**src/hdl/u16u8_pkg.sv**
```systemverilog
// ----------------------------------------------------------------------------
// u16u8_pkg
// Types, constants and the UTF-8 sequence encoder for the UTF-16 to UTF-8
// converter.
// ----------------------------------------------------------------------------
`default_nettype none

package u16u8_pkg;

	localparam logic [15:0] HI_BASE   = 16'hD800;
	localparam logic [15:0] HI_LAST   = 16'hDBFF;
	localparam logic [15:0] LO_BASE   = 16'hDC00;
	localparam logic [15:0] LO_LAST   = 16'hDFFF;
	localparam logic [20:0] SUPP_BASE = 21'h10000;
	localparam logic [16:0] CAP_RESET = 17'h10000;
	localparam logic [2:0]  LEN_PEND  = 3'd3;

	typedef logic [7:0] octet_t;

	typedef struct packed {
		logic [2:0]        len;
		logic [3:0][7:0]   b;
	} seq_t;

	typedef struct packed {
		logic [5:0][7:0]   bytes;
		logic [2:0]        cnt;
		logic              is_end;
		logic              trunc;
	} pack_t;

	typedef struct packed {
		logic [9:0]        ph;
		logic              have;
		logic [16:0]       bw;
		logic              stopped;
	} state_t;

	function automatic seq_t enc_cp(input logic [20:0] cp);
		seq_t s;
		s.b = '0;
		if (cp < 21'h80) begin
			s.len  = 3'd1;
			s.b[0] = {1'b0, cp[6:0]};
		end else if (cp < 21'h800) begin
			s.len  = 3'd2;
			s.b[0] = {3'b110, cp[10:6]};
			s.b[1] = {2'b10, cp[5:0]};
		end else if (cp < SUPP_BASE) begin
			s.len  = 3'd3;
			s.b[0] = {4'b1110, cp[15:12]};
			s.b[1] = {2'b10, cp[11:6]};
			s.b[2] = {2'b10, cp[5:0]};
		end else begin
			s.len  = 3'd4;
			s.b[0] = {5'b11110, cp[20:18]};
			s.b[1] = {2'b10, cp[17:12]};
			s.b[2] = {2'b10, cp[11:6]};
			s.b[3] = {2'b10, cp[5:0]};
		end
		return s;
	endfunction

endpackage

`default_nettype wire

```
**src/hdl/u16u8_pack.sv**
```systemverilog
// ----------------------------------------------------------------------------
// u16u8_pack
// Builds the byte group for one code unit and the next converter state.
// ----------------------------------------------------------------------------
`default_nettype none

module u16u8_pack (
	input  wire logic [15:0]       code_unit,
	input  wire logic              is_end,
	input  wire logic [16:0]       capacity,
	input  wire u16u8_pkg::state_t st,
	output u16u8_pkg::state_t      st_nxt,
	output u16u8_pkg::pack_t       pack
);

	logic              is_hi;
	logic              is_lo;
	logic              has_a;
	logic              has_b;
	logic              hold_hi;
	u16u8_pkg::seq_t   seq_a;
	u16u8_pkg::seq_t   seq_b;
	logic [20:0]       pair_cp;
	logic [17:0]       sum_a;
	logic [17:0]       sum_b;
	logic [16:0]       bw1;
	logic              fit_a;
	logic              fit_b;
	logic              emit_a;
	logic              emit_b;
	logic              stop1;
	logic              stop2;
	logic [2:0]        len_b;

	always_comb begin
		is_hi   = (code_unit >= u16u8_pkg::HI_BASE) && (code_unit <= u16u8_pkg::HI_LAST);
		is_lo   = (code_unit >= u16u8_pkg::LO_BASE) && (code_unit <= u16u8_pkg::LO_LAST);
		pair_cp = 21'({st.ph, code_unit[9:0]}) + u16u8_pkg::SUPP_BASE;
		seq_a   = u16u8_pkg::enc_cp({5'd0, 6'b110110, st.ph});

		// pending high goes out alone unless a low surrogate pairs with it
		has_a   = st.have && (is_end || !is_lo);
		hold_hi = !is_end && is_hi && !(st.have && is_lo);
		has_b   = !is_end && !hold_hi;
		if (st.have && is_lo) begin
			seq_b = u16u8_pkg::enc_cp(pair_cp);
		end else begin
			seq_b = u16u8_pkg::enc_cp({5'd0, code_unit});
		end

		sum_a  = {1'b0, st.bw} + 18'(u16u8_pkg::LEN_PEND);
		fit_a  = sum_a < {1'b0, capacity};
		emit_a = has_a && !st.stopped && fit_a;
		stop1  = st.stopped || (has_a && !fit_a);
		bw1    = emit_a ? sum_a[16:0] : st.bw;

		sum_b  = {1'b0, bw1} + 18'(seq_b.len);
		fit_b  = sum_b < {1'b0, capacity};
		emit_b = has_b && !stop1 && fit_b;
		stop2  = stop1 || (has_b && !fit_b);

		// terminator rides in the second slot on the end item
		if (is_end) begin
			len_b = 3'd1;
		end else if (emit_b) begin
			len_b = seq_b.len;
		end else begin
			len_b = 3'd0;
		end

		pack.is_end = is_end;
		pack.trunc  = is_end && stop1;
		if (emit_a) begin
			pack.cnt   = u16u8_pkg::LEN_PEND + len_b;
			pack.bytes = {is_end ? 24'd0 : {seq_b.b[2], seq_b.b[1], seq_b.b[0]},
				seq_a.b[2], seq_a.b[1], seq_a.b[0]};
		end else begin
			pack.cnt   = len_b;
			pack.bytes = {16'd0, is_end ? 32'd0 : seq_b.b};
		end

		if (is_end) begin
			st_nxt = '0;
		end else begin
			st_nxt.ph      = hold_hi ? code_unit[9:0] : 10'd0;
			st_nxt.have    = hold_hi;
			st_nxt.bw      = emit_b ? sum_b[16:0] : bw1;
			st_nxt.stopped = stop2;
		end
	end

endmodule

`default_nettype wire

```
**src/hdl/utf16_to_utf8_converter_top.sv**
```systemverilog
// an input transfer's bytes pass the holding stage (pack_s1), then the drain register (drain_q)
// throughput: one output byte per cycle while out_ready is high; each item yields
//   0 to 6 bytes, sent one at a time on the single byte-wide output port
// a one-item holding stage lets the next unit transfer while bytes still drain
// reset: arst_n clears all state but the holding-stage data (pack_s1), capacity returns to 65536
// ----------------------------------------------------------------------------
// utf16_to_utf8_converter_top
// Streaming UTF-16 to UTF-8 converter with output capacity check and
// terminator generation.
// ----------------------------------------------------------------------------
`default_nettype none

module utf16_to_utf8_converter_top (
	input  wire logic        clk,
	input  wire logic        arst_n,
	input  wire logic        cfg_wr_en,
	input  wire logic [16:0] cfg_wr_data,
	input  wire logic        in_valid,
	output logic             in_ready,
	input  wire logic [15:0] code_unit,
	input  wire logic        is_end,
	output logic             out_valid,
	input  wire logic        out_ready,
	output logic [7:0]       out_byte,
	output logic             last,
	output logic             truncated
);

	logic [16:0]         capacity_q;
	u16u8_pkg::state_t   st_q;
	u16u8_pkg::state_t   st_nxt;
	u16u8_pkg::pack_t    pack;
	u16u8_pkg::pack_t    pack_s1;
	logic                valid_s1;
	u16u8_pkg::pack_t    drain_q;
	logic [2:0]          idx_q;
	logic                in_xfer;
	logic                out_xfer;
	logic                last_idx;
	logic                drain_free;
	logic                move_s1;

	u16u8_pack u_pack (
		.code_unit (code_unit),
		.is_end    (is_end),
		.capacity  (capacity_q),
		.st        (st_q),
		.st_nxt    (st_nxt),
		.pack      (pack)
	);

	always_comb begin
		out_valid  = drain_q.cnt != 3'd0;
		last_idx   = idx_q == (drain_q.cnt - 3'd1);
		out_xfer   = out_valid && out_ready;
		drain_free = !out_valid || (out_xfer && last_idx);
		move_s1    = valid_s1 && drain_free;
		in_ready   = !valid_s1 || drain_free;
		in_xfer    = in_valid && in_ready;
		out_byte   = drain_q.bytes[idx_q];
		last       = drain_q.is_end && last_idx && out_valid;
		truncated  = drain_q.trunc && last;
	end

	always_ff @(posedge clk or negedge arst_n) begin
		if (!arst_n) begin
			capacity_q <= u16u8_pkg::CAP_RESET;
		end else if (cfg_wr_en) begin
			capacity_q <= cfg_wr_data;
		end
	end

	always_ff @(posedge clk or negedge arst_n) begin
		if (!arst_n) begin
			st_q <= '0;
		end else if (in_xfer) begin
			st_q <= st_nxt;
		end
	end

	always_ff @(posedge clk or negedge arst_n) begin
		if (!arst_n) begin
			valid_s1 <= 1'b0;
		end else if (in_xfer && pack.cnt != 3'd0) begin
			valid_s1 <= 1'b1;
		end else if (move_s1) begin
			valid_s1 <= 1'b0;
		end
	end

	always_ff @(posedge clk) begin
		if (in_xfer) begin
			pack_s1 <= pack;
		end
	end

	always_ff @(posedge clk or negedge arst_n) begin
		if (!arst_n) begin
			drain_q <= '0;
			idx_q   <= '0;
		end else if (move_s1) begin
			drain_q <= pack_s1;
			idx_q   <= '0;
		end else if (out_xfer) begin
			if (last_idx) begin
				drain_q.cnt <= '0;
				idx_q       <= '0;
			end else begin
				idx_q <= idx_q + 3'd1;
			end
		end
	end

	// byte pointer stays inside the group being sent
	a_idx_range: assert property (@(posedge clk) disable iff (!arst_n)
		out_valid |-> (idx_q < drain_q.cnt))
		else $error("byte index past end of group");

	// holding stage never keeps an empty group
	a_s1_nonempty: assert property (@(posedge clk) disable iff (!arst_n)
		valid_s1 |-> (pack_s1.cnt != 3'd0))
		else $error("empty group held");

	// end of string starts a fresh string
	a_end_clears: assert property (@(posedge clk) disable iff (!arst_n)
		(in_xfer && is_end) |=> (st_q.bw == 17'd0 && !st_q.have && !st_q.stopped))
		else $error("state not cleared after end");

	// terminator transfer is the last byte of its group
	a_last_end: assert property (@(posedge clk) disable iff (!arst_n)
		(out_xfer && last) |=> (idx_q == 3'd0))
		else $error("byte pointer not rewound after terminator");

endmodule

`default_nettype wire

```
**config.mk**
```make
export PLATFORM = sky130hd
export DESIGN_NAME = utf16_to_utf8_converter_top
export DESIGN_NICKNAME = d
export VERILOG_FILES = /design/src/hdl/u16u8_pkg.sv /design/src/hdl/u16u8_pack.sv /design/src/hdl/utf16_to_utf8_converter_top.sv
export SDC_FILE = /design/constraint.sdc
export NUM_CORES = 1
export LEC_CHECK = 0
export ABC_AREA = 1
export BUFFER_PORTS_ARGS = -buffer_cell sky130_fd_sc_hd__buf_2
export CELL_PAD_IN_SITES_DETAIL_PLACEMENT = 1
export CELL_PAD_IN_SITES_GLOBAL_PLACEMENT = 2
export CORE_MARGIN = 1.5
export CORE_UTILIZATION = 41
export DETAILED_ROUTE_END_ITERATION = 8
export GPL_ROUTABILITY_DRIVEN = 0
export PLACE_DENSITY_LB_ADDON = 0.1
export SYNTH_ARGS = -nofsm -noshare
export SYNTH_HDL_FRONTEND = slang
export SYNTH_SLANG_ARGS = --single-unit
```
**constraint.sdc**
```tcl
create_clock -name clk -period 9.1 [get_ports clk]
set_input_delay 0.455 -clock clk [delete_from_list [all_inputs] [get_ports clk]]
set_output_delay 0.455 -clock clk [all_outputs]
set_load 0.005 [all_outputs]
```
==> Flow_metrics.wiki, run 1 <==
{| class="wikitable"
! Metric !! Value
|-
| Final count of pins violating max slew || 0
|-
| Cell Area, Synth || 8890 um2
|-
| Flip-flop cell with the highest count after synthesis || sky130_fd_sc_hd__dfrtp_1
|-
| Setup Total Neg Slack || 0 ns
|-
| Largest fanout of any net on the critical path || 15
|-
| Number of endpoints failing setup at the final stage || 0
|-
| Endpoint kind of the worst setup timing path || flop
|-
| Part of the cycle the worst path needs || 0.853
|-
| Critical path data required time || 9.46 ns
|-
| Die Width || 150 um
|-
| Layout cell share with drive strength beyond 1 || 0.186
|-
| Routed wirelength normalized by instance count || 20.6 um
|-
| Num rows || 53
|-
| Filler cells || 2,515
|-
| Proportion of power drawn by flip-flops and latches || 0.348
|-
| Mean number of vias per cell || 5.55
|-
| Slack of the worst reg-to-reg path || 1.34 ns
|-
| Transition time of the tightest slew-check pin || 1.17 ns
|-
| DR pass1 iterations || 5
|-
| Post-route antenna net violation count || 0
|-
| Total area of sequential cells || 3890 um2
|-
| Post-Layout Inst Area || 10,000 um2
|-
| Crit path arrival time || 8.12 ns
|-
| Final hold violation count || 0
|-
| DRC || 0
|-
| Skew final || 0.0138 ns
|-
| Yosys reg bits || 146
|-
| Ratio of total power to cell area || 301 nW/um2
|-
| Worst setup path end || valid_s1
|-
| Placeable Area || 21,200 um2
|-
| Count of unique library cells instantiated by Yosys || 58
|-
| Area fraction of the dominant cell type after synthesis || 0.273
|-
| Total instance count after detailed placement || 1,321
|-
| # H-tree levels || 4
|-
| Number of sinks on the clock net || 146
|-
| Antenna diodes || 0
|-
| Total congestion overflow || 0
|-
| Final cell count without fillers || 1,353
|-
| Number of antenna violations at the first check in global routing || 0
|-
| Crit-path most repeated cell || sky130_fd_sc_hd__nand2_1
|-
| Clk network pwr share || 0.263
|-
| Total track usage || 0.265
|-
| Post-route total power || 3.01 mW
|-
| Clock tree from TritonCTS || built
|-
| Hold/Removal Path Class || in -> async
|-
| Cell with the most instances after synthesis || sky130_fd_sc_hd__nand2_1
|-
| Net switching power of the design || 1.18 mW
|-
| Clock insertion delay at the later pin of the skew report || 0.44 ns
|-
| FF-to-FF path depth || 47
|-
| Setup repair after global routing missed its margin || false
|-
| Outcome || completed
|-
| Post-layout net count || 1,146
|-
| Crit path kind || reg -> reg
|-
| Global-route wire length before repair || 44.9 mm
|-
| Full die area || 22,600 um2
|-
| Buffer type at the clock tree root || sky130_fd_sc_hd__clkbuf_16
|-
| Y dimension of the die || 150 um
|-
| Number of port buffers || 50
|-
| YS warnings || 0
|-
| Total nets after synthesis || 1,104
|-
| Multi-input combinational cell area || 4260 um2
|-
| Biggest area contributors in the synthesized netlist || sky130_fd_sc_hd__dfrtp_1 (27%), sky130_fd_sc_hd__edfxtp_1 (16%), sky130_fd_sc_hd__nand2_1 (7.0%), sky130_fd_sc_hd__inv_1 (5.8%), sky130_fd_sc_hd__ha_1 (5.8%)
|-
| Leak Pwr || 4.73 nW
|-
| Relative slew slack || 0.215
|-
| Final Critical Period || 7.76 ns
|-
| Gate power share || 0.389
|-
| Top cell types by occurrence after synthesis || sky130_fd_sc_hd__nand2_1 (167), sky130_fd_sc_hd__inv_1 (138), sky130_fd_sc_hd__dfrtp_1 (97), sky130_fd_sc_hd__nor2_1 (84), sky130_fd_sc_hd__o21ai_0 (83)
|-
| Switching portion of total power || 0.392
|-
| Effective utilization at floorplan || 0.420
|-
| Max-cap violations || 0
|-
| Critical register-to-register path startpoint || st_q[1]
|-
| # hold bufs at CTS || 0
|-
| Internal Dissipation || 1.83 mW
|-
| Vias in the first global route || 7,742
|-
| Post-place instance area || 9360 um2
|-
| Top Ports || 51
|-
| Cell taking the most area after synthesis || sky130_fd_sc_hd__dfrtp_1
|-
| Final HPWL from detailed placement || 20.7 mm
|-
| Slowest stage cell, crit path || sky130_fd_sc_hd__dfrtp_1
|-
| Final core utilization || 0.473
|-
| Number of buffers inserted during clock tree synthesis || 17
|-
| Post-synth EDFFs || 48
|-
| Clock buffer depth || 2
|-
| Fraction of registers with async set or reset after synthesis || 0.671
|-
| Worst setup startpoint || st_q[1]
|-
| Gates resized, CTS repair || 0
|-
| Average size of a mapped cell || 8.69 um2
|-
| 1st-iter DRT viols || 395
|-
| Layout area overhead || 12.6%
|-
| Maximum frequency from static timing analysis || 129 MHz
|-
| Startpoint class of the critical path || flop
|-
| Clock slew at reported path FFs || 0.07 ns
|-
| # Post-CTS Setup Buffers || 0
|-
| Pin count of the biggest net entering global routing || 60
|-
| Worst reg2reg path endpoint || valid_s1
|-
| Total wire length after detailed routing || 27.9 mm
|-
| Max rail drop VDD || 146 uV
|-
| Largest stage delay on the critical path || 0.41 ns
|-
| Part of the Yosys area used for sequential elements || 0.438
|-
| Vias || 7,506
|-
| Cells after Synth || 1,023
|}
==> per-layer routing <==
| layer | part of all wire | GRT usage |
|---|---|---|
| met5 | 0 | 0 |
| met4 | 0.011 | 0.0564 |
| met3 | 0.046 | 0.0479 |
| met2 | 0.44 | 0.393 |
| met1 | 0.51 | 0.399 |
==> area by class of cell <==
| class | instances | share of cell area |
|---|---|---|
| Clock buffer | 17 | 0.0425 |
| Clock inverter | 15 | 0.0226 |
| Inverter | 151 | 0.0566 |
| Multi-Input combinational cell | 694 | 0.426 |
| Sequential cell | 146 | 0.389 |
| Tap cell | 275 | 0.0344 |
| Timing Repair Buffer | 55 | 0.0290 |
==> flip-flops by register name (all words and copies together) (netlist names) <==
name	count
idx_q	3
capacity_q	17
drain_q	48
valid_s1	1
pack_s1	48
st_q	29
==> worst max-delay path, delay by kind of cell (launching register included) <==
family	cells	cell delay (ns)
AND/OR/NAND/NOR	27	3.45
AO/OA/AOI/OAI	7	1.39
adder cells (fa/ha/maj)	5	1.31
buffers and inverters	6	0.59
XOR/XNOR	2	0.53
flip-flops	1	0.41
==> power groups by stage <==
stage,logic [mW],registers [mW],clock network (mW)
2_1_floorplan,0.862,1.00,0
3_3_place_gp,1.15,1.05,0
3_5_place_dp,1.18,1.06,0
4_1_cts,1.19,1.05,0.809
5_1_grt,1.32,1.08,0.837
6_report,1.17,1.05,0.794
==> cells by family (layout without fill, tap and decap cells) <==
logic type | Yosys count | count (layout) | synth area share
compound gates | 208 | 208 | 0.143
xor+xnor | 28 | 28 | 0.0276
fa+ha+maj | 42 | 42 | 0.0599
buf+inv | 183 | 238 | 0.0829
flops | 146 | 146 | 0.438
mux | 44 | 44 | 0.0557
simple gates | 372 | 372 | 0.193
==> through the flow <==
| stage | setup slack [ns] | hold slack (ns) |
|---|---|---|
| 6_report | 1.34 | 0.0147 |
| 2_1_floorplan | 3.10 | 0.159 |
| 5_1_grt | 0.465 | 0.0426 |
| 3_5_place_dp | 1.42 | 0.466 |
| 3_3_place_gp | 1.46 | 0.457 |
| 4_1_cts | 1.37 | 0.0311 |
==> how the worst min path moves through the flow <==
stage | from | endpoint | slack (ns) | cells after the start
after floorplan | arst_n | capacity_q[0] | 0.16 | 0
after global placement | pack_s1[17] | drain_q[17] | 0.46 | 1
after detailed placement | pack_s1[28] | drain_q[28] | 0.47 | 1
after CTS | arst_n | capacity_q[13] | 0.03 | 1
after global routing | arst_n | capacity_q[13] | 0.04 | 1
final | arst_n | capacity_q[13] | 0.01 | 1
==> cells in the final DEF, fill, tap and decap left out, drive strengths merged, types with 2 or more instances in the layout <==
cell type,Yosys,final
nand2,187,187
inv,150,160
o21ai,104,104
nor2,98,98
dfrtp,97,97
buf,12,55
edfxtp,48,48
mux2,44,44
o22ai,43,43
ha,41,41
nand3,36,36
xor2,27,27
nand4,26,26
a21oi,23,23
clkbuf,20,17
nor3,16,16
o211ai,13,13
o221ai,8,8
a22oi,6,6
bufinv,0,4
nor4,3,3
a211oi,3,3
or2,2,2
clkinv,1,2
a21boi,2,2
No activity file was read; power rests on OpenSTA's default activity.
==> run 2: changes to the inputs <==
==> constraint.sdc (replaced) <==
create_clock -name clk -period 9.1 [get_ports clk]
set_input_delay 1.82 -clock clk [delete_from_list [all_inputs] [get_ports clk]]
set_output_delay 1.82 -clock clk [all_outputs]
set_load 0.005 [all_outputs]
==> Flow_metrics.wiki, run 2 (synthesis gave the netlist of run 1 again) <==
{| class="wikitable"
! Metric !! Value
|-
| Part of the cycle the worst path needs || 0.820 (-0.0330)
|-
| Post-route total power || 2.95 mW (-2.3%)
|-
| Crit path arrival time || 7.83 ns (-0.29 ns)
|-
| Proportion of power drawn by flip-flops and latches || 0.350 (+0.002)
|-
| Skew final || 0.0216 ns (+0.00781 ns)
|-
| Largest stage delay on the critical path || 0.43 ns (+0.02 ns)
|-
| Number of antenna violations at the first check in global routing || 0 (unchanged)
|-
| Number of endpoints failing setup at the final stage || 0 (unchanged)
|-
| Clock slew at reported path FFs || 0.07 ns (about the same)
|-
| # hold bufs at CTS || 0 (unchanged)
|-
| Final Critical Period || 7.46 ns (-0.300 ns)
|-
| Startpoint of the lowest-slack hold path || pack_s1[11]
|-
| Outcome || completed
|-
| FF-to-FF path depth || 48 (+2.1%)
|-
| Relative slew slack || 0.407 (+0.192)
|-
| Critical path data required time || 9.47 ns (about the same)
|-
| Vias || 7,434 (-0.96%)
|-
| Worst slack at placement || 1.49 ns (+0.0702 ns)
|-
| Transition time of the tightest slew-check pin || 0.890 ns (-0.284 ns)
|-
| Setup Total Neg Slack || 0 ns (unchanged)
|-
| Pin count of the biggest net entering global routing || 66 (+10%)
|-
| Slowest stage cell, crit path || sky130_fd_sc_hd__dfrtp_1
|-
| Post-route antenna net violation count || 0 (unchanged)
|-
| Setup repair after global routing missed its margin || false
|-
| Crit path kind || reg -> reg
|-
| Clk network pwr share || 0.248 (-0.015)
|-
| Slack of the worst reg-to-reg path || 1.64 ns (+0.30 ns)
|-
| Post-place instance area || 9380 um2 (+0.24%)
|-
| Full die area || 22,600 um2 (unchanged)
|-
| Hold/Removal Path Class || reg -> reg
|-
| Number of sinks on the clock net || 146 (unchanged)
|-
| DR pass1 iterations || 5 (unchanged)
|-
| DRC || 0 (unchanged)
|-
| Vias in the first global route || 7,528 (-2.8%)
|-
| Number of port buffers || 50 (unchanged)
|-
| Antenna diodes || 0 (unchanged)
|-
| Total congestion overflow || 0 (unchanged)
|-
| Endpoint kind of the worst setup timing path || flop
|-
| # H-tree levels || 4 (unchanged)
|-
| Crit-path most repeated cell || sky130_fd_sc_hd__nand2_1
|-
| Ratio of total power to cell area || 295 nW/um2 (-2.1%)
|-
| Total track usage || 0.257 (-0.00758)
|-
| Final count of pins violating max slew || 0 (unchanged)
|-
| # Post-CTS Setup Buffers || 0 (unchanged)
|-
| Die Width || 150 um (unchanged)
|-
| Critical register-to-register path startpoint || st_q[3]
|-
| Routed wirelength normalized by instance count || 20.3 um (-1.7%)
|-
| Final hold violation count || 0 (unchanged)
|-
| Total wire length after detailed routing || 27.5 mm (-1.5%)
|-
| Most common cell after layout, fill and taps aside || sky130_fd_sc_hd__nand2_1
|-
| Hold path cells || 1
|-
| Effective utilization at floorplan || 0.420 (unchanged)
|-
| Global-route wire length before repair || 43.7 mm (-2.6%)
|-
| Internal Dissipation || 1.76 mW (-4.2%)
|-
| Max rail drop VDD || 142 uV (-2.3%)
|-
| Startpoint class of the critical path || flop
|-
| Commonest non-fill, non-tap cells in the layout || sky130_fd_sc_hd__nand2_1 (166), sky130_fd_sc_hd__inv_1 (137), sky130_fd_sc_hd__dfrtp_1 (97), sky130_fd_sc_hd__nor2_1 (84), sky130_fd_sc_hd__o21ai_0 (83)
|-
| Number of buffers inserted during clock tree synthesis || 17 (unchanged)
|-
| Hold path endpoint || drain_q[11]
|-
| Worst reg2reg path endpoint || valid_s1
|-
| Post-Layout Inst Area || 9990 um2 (-0.21%)
|-
| Maximum frequency from static timing analysis || 134 MHz (+4.0%)
|-
| Layout cell share with drive strength beyond 1 || 0.188 (+0.00226)
|-
| Buffer type at the clock tree root || sky130_fd_sc_hd__clkbuf_16
|-
| Switching portion of total power || 0.404 (+0.0122)
|-
| Clock buffer depth || 2 (unchanged)
|-
| Leak Pwr || 4.72 nW (-0.36%)
|-
| Final HPWL from detailed placement || 20.6 mm (-0.40%)
|-
| Post-layout net count || 1,149 (+0.26%)
|-
| Num rows || 53 (unchanged)
|-
| Net switching power of the design || 1.19 mW (+0.75%)
|-
| Placeable Area || 21,200 um2 (unchanged)
|-
| Gate power share || 0.402 (+0.013)
|-
| Largest fanout of any net on the critical path || 17 (+2)
|-
| 1st-iter DRT viols || 428 (+8.4%)
|-
| Y dimension of the die || 150 um (unchanged)
|-
| Clock insertion delay at the later pin of the skew report || 0.44 ns (about the same)
|-
| Setup ws final || 1.64 ns (+0.300 ns)
|-
| Worst slack on hold paths || 0.474 ns (+0.459 ns)
|-
| Filler cells || 2,536 (+0.83%)
|-
| Clock tree from TritonCTS || built
|-
| Max-cap violations || 0 (unchanged)
|-
| Top Ports || 51 (unchanged)
|-
| Gates resized, CTS repair || 0 (unchanged)
|-
| Regs by FF count || drain_q x48, pack_s1 x48, st_q x29
|-
| Mean number of vias per cell || 5.48 (-1.2%)
|-
| Layout area overhead || 12.3%
|}
-- run 2: per-layer routing --
layer  vias to the layer above  share of wire  global-route usage
met5                         -              0                   0
met4                         0         0.0071              0.0485
met3                        17          0.041              0.0412
met2                       152           0.43               0.377
met1                      3695           0.52               0.398
li1                       3570              -                   -
-- run 2: worst max-delay path by stage --
stage	start	slack (ns)	to	cells after the start
CTS	st_q[1]	1.71	valid_s1	50
detailed placement	code_unit[14]	1.49	valid_s1	40
global route	st_q[1]	0.98	valid_s1	49
finish	st_q[3]	1.64	valid_s1	48
global placement	code_unit[12]	1.59	valid_s1	35
floorplan	code_unit[13]	2.86	valid_s1	40
-- run 2: area by class of cell --
class | instances | area [um2] | area share
tap | 275 | 344 | 0.0344
inverter | 151 | 567 | 0.0567
multi-input combinational | 694 | 4260 | 0.427
timing repair buffer | 58 | 313 | 0.0313
clock inverter | 15 | 183 | 0.0183
sequential | 146 | 3890 | 0.390
clock buffer | 17 | 425 | 0.0426
-- run 2: stage by stage --
| stage | util | cells |
|---|---|---|
| 3_5_place_dp | 0.444 | 1324 |
| 3_3_place_gp | 0.444 | 1324 |
| 6_report | 0.472 | 1356 |
| 5_1_grt | 0.472 | 1356 |
| 2_1_floorplan | - | 1023 |
| 4_1_cts | 0.472 | 1356 |
-- run 2: worst max-delay path: cells and delay by family (launching register included) --
family	cells	cell delay (ns)
compound gates	7	1.57
flops	1	0.43
fa+ha+maj	4	1.13
buf+inv	7	0.68
xor+xnor	2	0.42
simple gates	28	3.17
-- run 2: power by group through the flow --
| stage | clock, mW | combinational [mW] | sequential, mW |
|---|---|---|---|
| after detailed placement | 0 | 1.19 | 1.04 |
| final | 0.730 | 1.18 | 1.03 |
| after global routing | 0.767 | 1.33 | 1.05 |
| after floorplan | 0 | 0.862 | 1.00 |
| after global placement | 0 | 1.16 | 1.03 |
| after CTS | 0.745 | 1.20 | 1.03 |
==> run 3: changes to the inputs <==
- CORE_UTILIZATION: 41 -> 38
- clock period: 9.1 -> 7.53 ns (I/O delays scaled with it)
==> Flow_metrics.wiki, run 3 (synthesis gave the netlist of run 1 again) <==
{| class="wikitable"
! Metric !! Value
|-
| Outcome || completed
|-
| # hold bufs at CTS || 0 (unchanged)
|-
| Hold path endpoint || drain_q[9]
|-
| Part of the cycle the worst path needs || 0.928 (+0.108)
|-
| Leak Pwr || 4.78 nW (+1.3%)
|-
| Proportion of power drawn by flip-flops and latches || 0.349 (about the same)
|-
| Skew final || 0.0111 ns (-0.0104 ns)
|-
| Transition time of the tightest slew-check pin || 1.02 ns (+0.133 ns)
|-
| Total wire length after detailed routing || 28.3 mm (+2.9%)
|-
| Effective utilization at floorplan || 0.390 (-0.0300)
|-
| Largest stage delay on the critical path || 0.40 ns (-0.03 ns)
|-
| Vias in the first global route || 7,693 (+2.2%)
|-
| Number of buffers inserted during clock tree synthesis || 17 (unchanged)
|-
| Num rows || 55 (+3.8%)
|-
| Most common cell after layout, fill and taps aside || sky130_fd_sc_hd__nand2_1
|-
| Gate power share || 0.411 (+0.009)
|-
| Mean number of vias per cell || 5.34 (-2.7%)
|-
| Setup Total Neg Slack || 0 ns (unchanged)
|-
| Final count of pins violating max slew || 0 (unchanged)
|-
| Ratio of total power to cell area || 351 nW/um2 (+19%)
|-
| Clock insertion delay at the later pin of the skew report || 0.43 ns (about the same)
|-
| Die Width || 156 um (+3.8%)
|-
| Clock tree from TritonCTS || built
|-
| Layout cell share with drive strength beyond 1 || 0.209 (+0.0208)
|-
| Final hold violation count || 0 (unchanged)
|-
| Layout area overhead || 14.6%
|-
| Regs by FF count || drain_q x48, pack_s1 x48, st_q x29
|-
| Startpoint class of the critical path || flop
|-
| Crit path arrival time || 7.36 ns (-0.47 ns)
|-
| Number of antenna violations at the first check in global routing || 0 (unchanged)
|-
| Critical path data required time || 7.90 ns (-1.57 ns)
|-
| Maximum frequency from static timing analysis || 143 MHz (+6.8%)
|-
| Number of port buffers || 50 (unchanged)
|-
| FF-to-FF path depth || 50 (+4.2%)
|-
| Slowest stage cell, crit path || sky130_fd_sc_hd__dfrtp_1
|-
| Antenna diodes || 0 (unchanged)
|-
| Vias || 7,503 (+0.93%)
|-
| Net switching power of the design || 1.47 mW (+23%)
|-
| Number of sinks on the clock net || 146 (unchanged)
|-
| Final Critical Period || 6.99 ns (-0.475 ns)
|-
| Full die area || 24,300 um2 (+7.7%)
|-
| Startpoint of the lowest-slack hold path || pack_s1[9]
|-
| Clock buffer depth || 2 (unchanged)
|-
| Post-layout net count || 1,161 (+1.0%)
|-
| Slack of the worst reg-to-reg path || 0.54 ns (-1.09 ns)
|-
| Final HPWL from detailed placement || 20.5 mm (-0.34%)
|-
| Internal Dissipation || 2.10 mW (+20%)
|-
| Routed wirelength normalized by instance count || 20.1 um (-0.71%)
|-
| 1st-iter DRT viols || 460 (+7.5%)
|-
| Critical register-to-register path startpoint || st_q[1]
|-
| Commonest non-fill, non-tap cells in the layout || sky130_fd_sc_hd__nand2_1 (164), sky130_fd_sc_hd__inv_1 (137), sky130_fd_sc_hd__dfrtp_1 (97), sky130_fd_sc_hd__nor2_1 (83), sky130_fd_sc_hd__o21ai_0 (81)
|-
| Global-route wire length before repair || 44.7 mm (+2.3%)
|-
| Total congestion overflow || 0 (unchanged)
|-
| Max-cap violations || 0 (unchanged)
|-
| Post-Layout Inst Area || 10,200 um2 (+2.0%)
|-
| Placeable Area || 22,800 um2 (+7.7%)
|-
| Post-route antenna net violation count || 0 (unchanged)
|-
| Buffer type at the clock tree root || sky130_fd_sc_hd__clkbuf_16
|-
| Largest fanout of any net on the critical path || 6 (-11)
|-
| Post-place instance area || 9480 um2 (+1.1%)
|-
| Relative slew slack || 0.318 (-0.0888)
|-
| DR pass1 iterations || 4 (-1)
|-
| Hold/Removal Path Class || reg -> reg
|-
| Pin count of the biggest net entering global routing || 77 (+17%)
|-
| Post-route total power || 3.57 mW (+21%)
|-
| Top Ports || 51 (unchanged)
|-
| # H-tree levels || 4 (unchanged)
|-
| Endpoint kind of the worst setup timing path || flop
|-
| Switching portion of total power || 0.411 (+0.00685)
|-
| DRC || 0 (unchanged)
|-
| Hold path cells || 1 (unchanged)
|-
| Clock slew at reported path FFs || 0.07 ns (about the same)
|-
| Total track usage || 0.243 (-0.0148)
|-
| Y dimension of the die || 156 um (+3.8%)
|-
| Clk network pwr share || 0.240 (-0.008)
|-
| Worst reg2reg path endpoint || valid_s1
|-
| Max rail drop VDD || 181 uV (+27%)
|-
| Crit-path most repeated cell || sky130_fd_sc_hd__nand2_1
|-
| Number of endpoints failing setup at the final stage || 0 (unchanged)
|-
| Crit path kind || reg -> reg
|}
==> run 3: changes by cell type in the layout (fill, tap and decap cells not counted), moves of 2 or more <==
cell,before,now
sky130_fd_sc_hd__nand2_2,18,20
sky130_fd_sc_hd__buf_4,9,21
sky130_fd_sc_hd__xor2_2,0,4
sky130_fd_sc_hd__nor2_4,2,4
sky130_fd_sc_hd__nor3_2,1,4
sky130_fd_sc_hd__xor2_1,27,23
sky130_fd_sc_hd__o21ai_0,83,81
sky130_fd_sc_hd__nor3_1,14,11
sky130_fd_sc_hd__nand2_1,166,164
==> run 3: critical path: cells and delay by family (launching register included) <==
family | cells | cell delay, ns
DFF | 1 | 0.40
xor gates and xnor gates | 3 | 0.55
AOI/OAI and AO/OA | 6 | 0.97
and+or+nand+nor | 27 | 2.91
adders and majority gates | 6 | 1.42
buffers and inverters | 8 | 0.66
==> run 3: power by group through the flow <==
stage                     Sequential (mW)  Clock (mW)  Combinational (mW)
after floorplan                      1.21           0                1.04
after global placement               1.25           0                1.43
after detailed placement             1.26           0                1.45
after CTS                            1.24       0.871                1.47
after global routing                 1.27       0.902                1.64
final                                1.25       0.858                1.47
==> run 3: layout make-up <==
cell class / instances / area, um2
clock inverter: 15 / 160
fill: 2730 / 12600
timing repair buffer: 70 / 403
inverter: 151 / 567
multi-input combinational: 694 / 4350
tap: 313 / 392
clock buffer: 17 / 425
sequential: 146 / 3890
==> run 3: metal layers <==
layer,part of all wire,routed length [um],track usage
met5,0,0,0
met4,0.0081,229,0.0526
met3,0.043,1230,0.0311
met2,0.42,11900,0.354
met1,0.53,14900,0.378
==> run 3: how the worst max path moves through the flow <==
stage | startpoint | to | depth (start not counted)
finish | st_q[1] | valid_s1 | 50
global route | st_q[1] | valid_s1 | 51
CTS | st_q[1] | valid_s1 | 45
detailed placement | st_q[1] | valid_s1 | 44
global placement | st_q[1] | valid_s1 | 49
floorplan | st_q[1] | valid_s1 | 51
==> run 3: through the flow <==
stage	worst slack (ns)	utilization	std cells	hold WS [ns]
global route	-0.0439	0.447	1406	0.479
detailed placement	-0.0943	0.416	1369	0.467
floorplan	1.53	-	1023	0.455
CTS	0.0283	0.442	1401	0.476
global placement	-0.0738	0.416	1369	0.457
finish	0.543	0.447	1406	0.473
==> run 3: what timing repair did <==
action / in CTS / in global routing
pin swaps: 0 / 4
gates resized for setup: 2 / 16
setup buffers: 0 / 5
setup endpoints to repair: 20 / 22
